`src/pld_pkg.sv`:
```
// Shared widths, register indexes and side-band types for the point-light
// diffuse shading pipeline. No dependencies; every other file imports it.
package pld_pkg;

  // Field and datapath widths
  localparam int POS_W     = 16;  // Q8.8 positions
  localparam int VEC_W     = 17;  // hit minus light
  localparam int NRM_W     = 16;  // Q1.14 normal
  localparam int COL_W     = 8;   // colour channel
  localparam int NUM_CHAN  = 3;
  localparam int SQ_W      = 33;  // one squared component
  localparam int DOT_W     = 33;  // one normal-by-vector product
  localparam int SUM_W     = 35;  // signed dot product sum
  localparam int LEN2_W    = 34;  // squared distance
  localparam int DIST_W    = LEN2_W / 2;
  localparam int NUM_W     = 33;  // positive cosine numerator
  localparam int ATT_W     = 16;
  localparam int LIN_W     = ATT_W + DIST_W;
  localparam int QUAD_W    = ATT_W + LEN2_W;
  localparam int DEN_W     = 51;
  localparam int PROD_W    = COL_W + NUM_W;
  localparam int FRAC_SH   = 10;
  localparam int SCALE_BITS = 8;

  // Configuration port
  localparam int CFG_IDX_W = 3;
  localparam int CFG_W     = 16;
  localparam logic [ATT_W-1:0] ATTEN_ONE = 16'd256;

  typedef enum logic [CFG_IDX_W-1:0] {
    REG_LIGHT_X      = 3'd0,
    REG_LIGHT_Y      = 3'd1,
    REG_LIGHT_Z      = 3'd2,
    REG_CONST_ATTEN  = 3'd3,
    REG_LINEAR_ATTEN = 3'd4,
    REG_QUAD_ATTEN   = 3'd5
  } cfg_reg_t;

  // Carried alongside the square root
  typedef struct packed {
    logic                             black;
    logic [NUM_W-1:0]                 num;
    logic [LEN2_W-1:0]                len2;
    logic [NUM_CHAN-1:0][COL_W-1:0]   col;
  } root_sb_t;

  // Carried alongside the cosine divider
  typedef struct packed {
    logic                             black;
    logic [DEN_W-1:0]                 den;
    logic [NUM_CHAN-1:0][COL_W-1:0]   col;
  } div_sb_t;

  localparam int ROOT_SB_W = $bits(root_sb_t);
  localparam int DIV_SB_W  = $bits(div_sb_t);

endpackage

```
`src/pld_sqrt.sv`:
```
// Pipelined integer square root, one result bit per register stage.
// Depends on pld_pkg for default widths.
module pld_sqrt import pld_pkg::*; #(
  parameter int IN_W = LEN2_W,
  parameter int SB_W = ROOT_SB_W
) (
  input  logic              clk,
  input  logic              rst,
  input  logic              en,
  input  logic              in_vld,
  input  logic [IN_W-1:0]   rad_in,
  input  logic [SB_W-1:0]   sb_in,
  output logic              out_vld,
  output logic [IN_W/2-1:0] root_out,
  output logic [SB_W-1:0]   sb_out
);

  localparam int STEPS  = IN_W / 2;
  localparam int ROOT_W = STEPS;
  localparam int REM_W  = ROOT_W + 2;

  logic              vld  [STEPS];
  logic [REM_W-1:0]  rem  [STEPS];
  logic [ROOT_W-1:0] root [STEPS];
  logic [IN_W-1:0]   rad  [STEPS];
  logic [SB_W-1:0]   sb   [STEPS];

  for (genvar s = 0; s < STEPS; s++) begin : g_step
    logic              pv;
    logic [REM_W-1:0]  prem;
    logic [ROOT_W-1:0] proot;
    logic [IN_W-1:0]   prad;
    logic [SB_W-1:0]   psb;
    logic [REM_W+1:0]  r2;
    logic [REM_W+1:0]  trial;

    if (s == 0) begin : g_first
      assign pv    = in_vld;
      assign prem  = '0;
      assign proot = '0;
      assign prad  = rad_in;
      assign psb   = sb_in;
    end else begin : g_next
      assign pv    = vld[s-1];
      assign prem  = rem[s-1];
      assign proot = root[s-1];
      assign prad  = rad[s-1];
      assign psb   = sb[s-1];
    end

    // bring down the next radicand pair and try the next root bit
    always_comb begin
      r2    = {prem, prad[IN_W-1 -: 2]};
      trial = {{(REM_W - ROOT_W){1'b0}}, proot, 2'b01};
    end

    always_ff @(posedge clk) begin
      if (rst) begin
        vld[s] <= 1'b0;
      end else if (en) begin
        vld[s] <= pv;
      end
    end

    always_ff @(posedge clk) begin
      if (en) begin
        if (r2 >= trial) begin
          rem[s]  <= REM_W'(r2 - trial);
          root[s] <= {proot[ROOT_W-2:0], 1'b1};
        end else begin
          rem[s]  <= r2[REM_W-1:0];
          root[s] <= {proot[ROOT_W-2:0], 1'b0};
        end
        rad[s] <= prad << 2;
        sb[s]  <= psb;
      end
    end
  end

  assign out_vld  = vld[STEPS-1];
  assign root_out = root[STEPS-1];
  assign sb_out   = sb[STEPS-1];

endmodule

```
`config.mk`:
```
export PLATFORM = sky130hd
export DESIGN_NAME = pld_sqrt
export DESIGN_NICKNAME = d
export VERILOG_FILES = /design/src/pld_pkg.sv /design/src/pld_sqrt.sv
export SDC_FILE = /design/constraint.sdc
export NUM_CORES = 2
export LEC_CHECK = 0
export BUFFER_PORTS_ARGS = -buffer_cell sky130_fd_sc_hd__buf_2
export CAP_MARGIN = 10
export CORE_UTILIZATION = 61
export CTS_CLUSTER_DIAMETER = 50
export CTS_CLUSTER_SIZE = 8
export DETAILED_ROUTE_END_ITERATION = 7
export PLACE_DENSITY = 0.88
export SYNTH_ARGS = -nofsm -noshare
export SYNTH_HDL_FRONTEND = slang
export SYNTH_SLANG_ARGS = --single-unit
```
`constraint.sdc`:
```
create_clock -name clk -period 3.1 [get_ports clk]
set_input_delay 0.62 -clock clk [delete_from_list [all_inputs] [get_ports clk]]
set_output_delay 0.62 -clock clk [all_outputs]
set_load 0.005 [all_outputs]
```
==> impl_metrics.ini, run 1 <==
[run_status]
outcome = aborted with a tool error
haltStage = 5_1_grt
error = [ERROR GRT-0232] Routing congestion too high. Check the congestion heatmap in the GUI.

[yosys]
seq_area_frac_synth_pct = 85.2
synth_top_cell_by_area = edfxtp_1
synthFlopType = edfxtp_1
syn_area_um2 = 80600
postSynthAreaPerCell_um2 = 19.6
synth-edff-count = 2287
synth.top_cell.area_share_pct = 85.2
yosys_warnings = 0
synth_fp_nets = 4420
post-synth-top-count-cell = edfxtp_1
synth_top_cells_by_area = edfxtp_1 85%, ha_1 2.7%, xor2_1 1.2%
synthTopCellsByCount = 2,287 x edfxtp_1, 201 x inv_1, 172 x ha_1
synthCells = 4118
ys_ff_latch = 2288
synth_cell_types = 88
ys_async_sr_fraction_pct = 0

[global_routing]
grt_max_degree = 202
grt.total_usage_pct = 46.2
grt-ovfl-total = 7
antenna_found_initial = 70

[floorplanning]
initial_core_util_pct = 61.4
num_rows = 133
die_x_um = 366
die_y_um = 366
boundaryPins = 240

[cts]
ctsHtreeMaxLevel = 5
numCtsBuffers = 342
cts_root_buf = clkbuf_16
clock_path_buffers = 4
post_cts_buffers = 0
cts.sinks = 2288

[placement]
globalplace.congestion = 0.919
io_buffers = 239
dpl_cell_area_um2 = 84400
dp_hpwl_um = 76400

[timing]
grt-worst-endpoint = rem[3][12]$_DFFE_PP_/D
worstEndpointType = register data pin
==> logic make-up after synthesis <==
kind of cell             count (synthesis)  synth area share [%]
AO/OA/AOI/OAI                          460                  3.58
adder cells (fa/ha/maj)                172                  2.67
flip-flops                            2288                  85.2
AND/OR/NAND/NOR                        691                  4.51
multiplexers                            29                 0.402
XOR/XNOR                               219                  2.38
buffers and inverters                  259                  1.25
==> through the flow <==
stage	hold slack [ns]	setup slack, ns	std cells
floorplan	0.400	0.471	4118
global placement	0.400	0.238	6108
detailed placement	0.405	0.184	6108
CTS	0.00642	0.00444	6613
==> routing by layer <==
metal	GRT overflow	GRT usage [%]
met1	1	45.4
met2	2	60.5
met3	0	36.8
met4	4	36.3
met5	0	28.7
==> timing repair <==
action                                  CTS
pin swaps                                 0
gates resized for setup                   8
hold buffers                            125
endpoints found under the hold margin   125
endpoints found under the setup margin   10
==> inputs of run 2 (changes only) <==
--- a/config.mk
+++ b/config.mk
@@ -7,11 +7,9 @@
 export LEC_CHECK = 0
 export BUFFER_PORTS_ARGS = -buffer_cell sky130_fd_sc_hd__buf_2
 export CAP_MARGIN = 10
-export CORE_UTILIZATION = 61
-export CTS_CLUSTER_DIAMETER = 50
-export CTS_CLUSTER_SIZE = 8
+export CORE_UTILIZATION = 40
 export DETAILED_ROUTE_END_ITERATION = 7
-export PLACE_DENSITY = 0.88
+export PLACE_DENSITY_LB_ADDON = 0.15
 export SYNTH_ARGS = -nofsm -noshare
 export SYNTH_HDL_FRONTEND = slang
 export SYNTH_SLANG_ARGS = --single-unit
==> impl_metrics.ini, run 2 <==
[run_status]
outcome = finished with violations
violations = design-rule violations

[floorplanning]
coreArea_um2 = 200000
initial_core_util_pct = 40.3
boundaryPins = 240
dieArea_um2 = 203000
die_y_um = 451
num_rows = 164
die_x_um = 451

[timing]
tightest_slew_ns = 1.05
relSlewSlack_pct = 30.1
setup_slack_ns = 0.171
final-hold-violation-count = 0
fin_setup_tns_ns = 0
finalSetupViolCount = 0
fmax_ghz = 0.341
fin_crit_sh_pct = 94.5
rsz0062_at_grt = no
slew_viol_final = 0
finalCriticalPeriod_ns = 2.93
worst_clock_skew_ns = 0.0642

[power_and_ir_drop]
clockPowerShare_pct = 39.8
p_switching_mw = 15.0
p_leak_nw = 33.9
seq_power_share_pct = 54.0
pwr-share-comb_pct = 6.2
total_power_mw = 69.7
power-per-cell-area_nw_per_um2 = 735
p_int_mw = 54.8
peakVddDrop_v = 0.000499
switching_share_pct = 21.5

[hold_path]
hp-class = input pin to flip-flop
hold_depth = 1

[cells_and_area]
nNetsFinal = 5065
final_cell_mix = 2,287 x edfxtp_1, 238 x buf_2, 232 x clkbuf_16, 201 x inv_1, 172 x ha_1
drive_gt1_share_pct = 15.0
antenna_cells = 0
layout_commonest_cell = edfxtp_1
top_register = sb
final_area_um2 = 94900
largestRegisters = sb: 1564 flops, rem: 282 flops, rad: 272 flops
syn2layout_area_growth_pct = 17.7
largest_register_ffs = 1564

[drt]
num_vias = 34900
drt_wl_total_um = 121000
vias_per_cell = 4.59
drtIter0Drc = 2312
drc = 5
first_pass_iters = 7
wl_per_cell_um = 15.9
ant_nets = 0

[global_routing]
antenna_found_initial = 3
grt_pass1_vias = 35300
grt_max_degree = 187
grt-ovfl-total = 0
grt_pass1_wl_um = 191000
grt.total_usage_pct = 11.9

[cts]
ctsHtreeMaxLevel = 4
insertion_delay_ns = 0.85
cts_tree = done
cts_root_buf = clkbuf_16
cts.sinks = 2288
numCtsBuffers = 232
clock_path_buffers = 3
post_cts_buffers = 0
path_clk_slew_ns = 0.06

[setup_path]
worstPathRequired_ns = 3.65
path_class = flip-flop to flip-flop
cp.arrival_ns = 3.48
critPathCaptureType = flip-flop
r2r_slack_ns = 0.17
cp_max_fo = 12
worst-r2r-cell-count = 8
cp-start-kind = flip-flop

[placement]
post-place-ws_ns = -0.129
dp_hpwl_um = 74600
globalplace.congestion = 0.804
io_buffers = 239
dpl_cell_area_um2 = 85900

[yosys]
seq_area_frac_synth_pct = 85.2
post-synth-top-count-cell = edfxtp_1
yosys_warnings = 0
synthFlopType = edfxtp_1
postSynthAreaPerCell_um2 = 19.6
synthTopCellsByCount = 2,287 x edfxtp_1, 201 x inv_1, 172 x ha_1
synth.top_cell.area_share_pct = 85.2
synthCells = 4118
syn_area_um2 = 80600
synth-edff-count = 2287
synth_fp_nets = 4420
ys_async_sr_fraction_pct = 0
synth_top_cells_by_area = edfxtp_1 85%, ha_1 2.7%, xor2_1 1.2%
ys_ff_latch = 2288
synth_top_cell_by_area = edfxtp_1
synth_cell_types = 88

[run]
drv_cap = 0
-- run 2: cell counts after synthesis --
No cell type changed its count.
-- run 2: repair_timing --
action,in CTS,in global routing
hold buffers,123,0
endpoints found under the hold margin,123,0
endpoints found under the setup margin,9,8
gates resized for setup,1,3
pin swaps,0,1
-- run 2: kinds of logic (layout without fill, tap and decap cells) --
| logic type | Yosys count | after routing | synth area share (%) |
|---|---|---|---|
| compound gates | 460 | 460 | 3.58 |
| xor+xnor | 219 | 219 | 2.38 |
| fa+ha+maj | 172 | 172 | 2.67 |
| buf+inv | 259 | 1098 | 1.25 |
| flops | 2288 | 2288 | 85.2 |
| mux | 29 | 29 | 0.402 |
| simple gates | 691 | 691 | 4.51 |
-- run 2: path summary, 6_finish.rpt --
path,startpoint,to
worst max-delay path,rem[8][0],rem[9][10]
worst min-delay path,rad_in[25],rad[0][25]
worst max register to register,rem[8][0],rem[9][10]
worst min register to register,sb[14][41],sb[15][41]
-- run 2: power by group through the flow --
stage          combinational [mW]  clock (mW)  sequential, mW
2_1_floorplan                2.62           0            37.9
3_3_place_gp                 4.25           0            38.3
3_5_place_dp                 4.28           0            38.3
4_1_cts                      4.43        28.8            37.7
5_1_grt                      4.87        30.0            37.9
6_report                     4.33        27.8            37.6
-- run 2: cell type report --
type	count	area (um2)
fill	16800	105000
sequential	2288	68700
multi-input combinational	1571	10900
clock buffer	270	5950
timing repair buffer	465	3380
tap	2656	3320
clock inverter	158	1810
inverter	205	772
-- run 2: metrics by stage --
step / instances / utilization [%] / hold slack [ns]
floorplan: 4118 / - / 0.400
global placement: 7062 / 42.9 / 0.400
detailed placement: 7062 / 42.9 / 0.405
CTS: 7613 / 47.4 / 0.00755
global route: 7613 / 47.4 / 0.00886
finish: 7613 / 47.4 / 0.0729
-- run 2: worst max-delay path, stage by stage (launching register included) --
cell and delay [ns]:
edfxtp_1 0.41, ha_1 0.25, or3_1 0.38, o22a_1 0.27
o21a_1 0.22, o221ai_1 0.38, and3_4 0.36, inv_4 0.11
mux2_4 0.31
-- run 2: layer usage --
| metal | global-route usage, % | part of all wire (%) |
|---|---|---|
| met3 | 2.67 | 3.8 |
| met2 | 20.9 | 51 |
| met1 | 14.4 | 42 |
| met5 | 0 | 0 |
| met4 | 4.25 | 2.6 |
(Power assumes the default switching activity.)
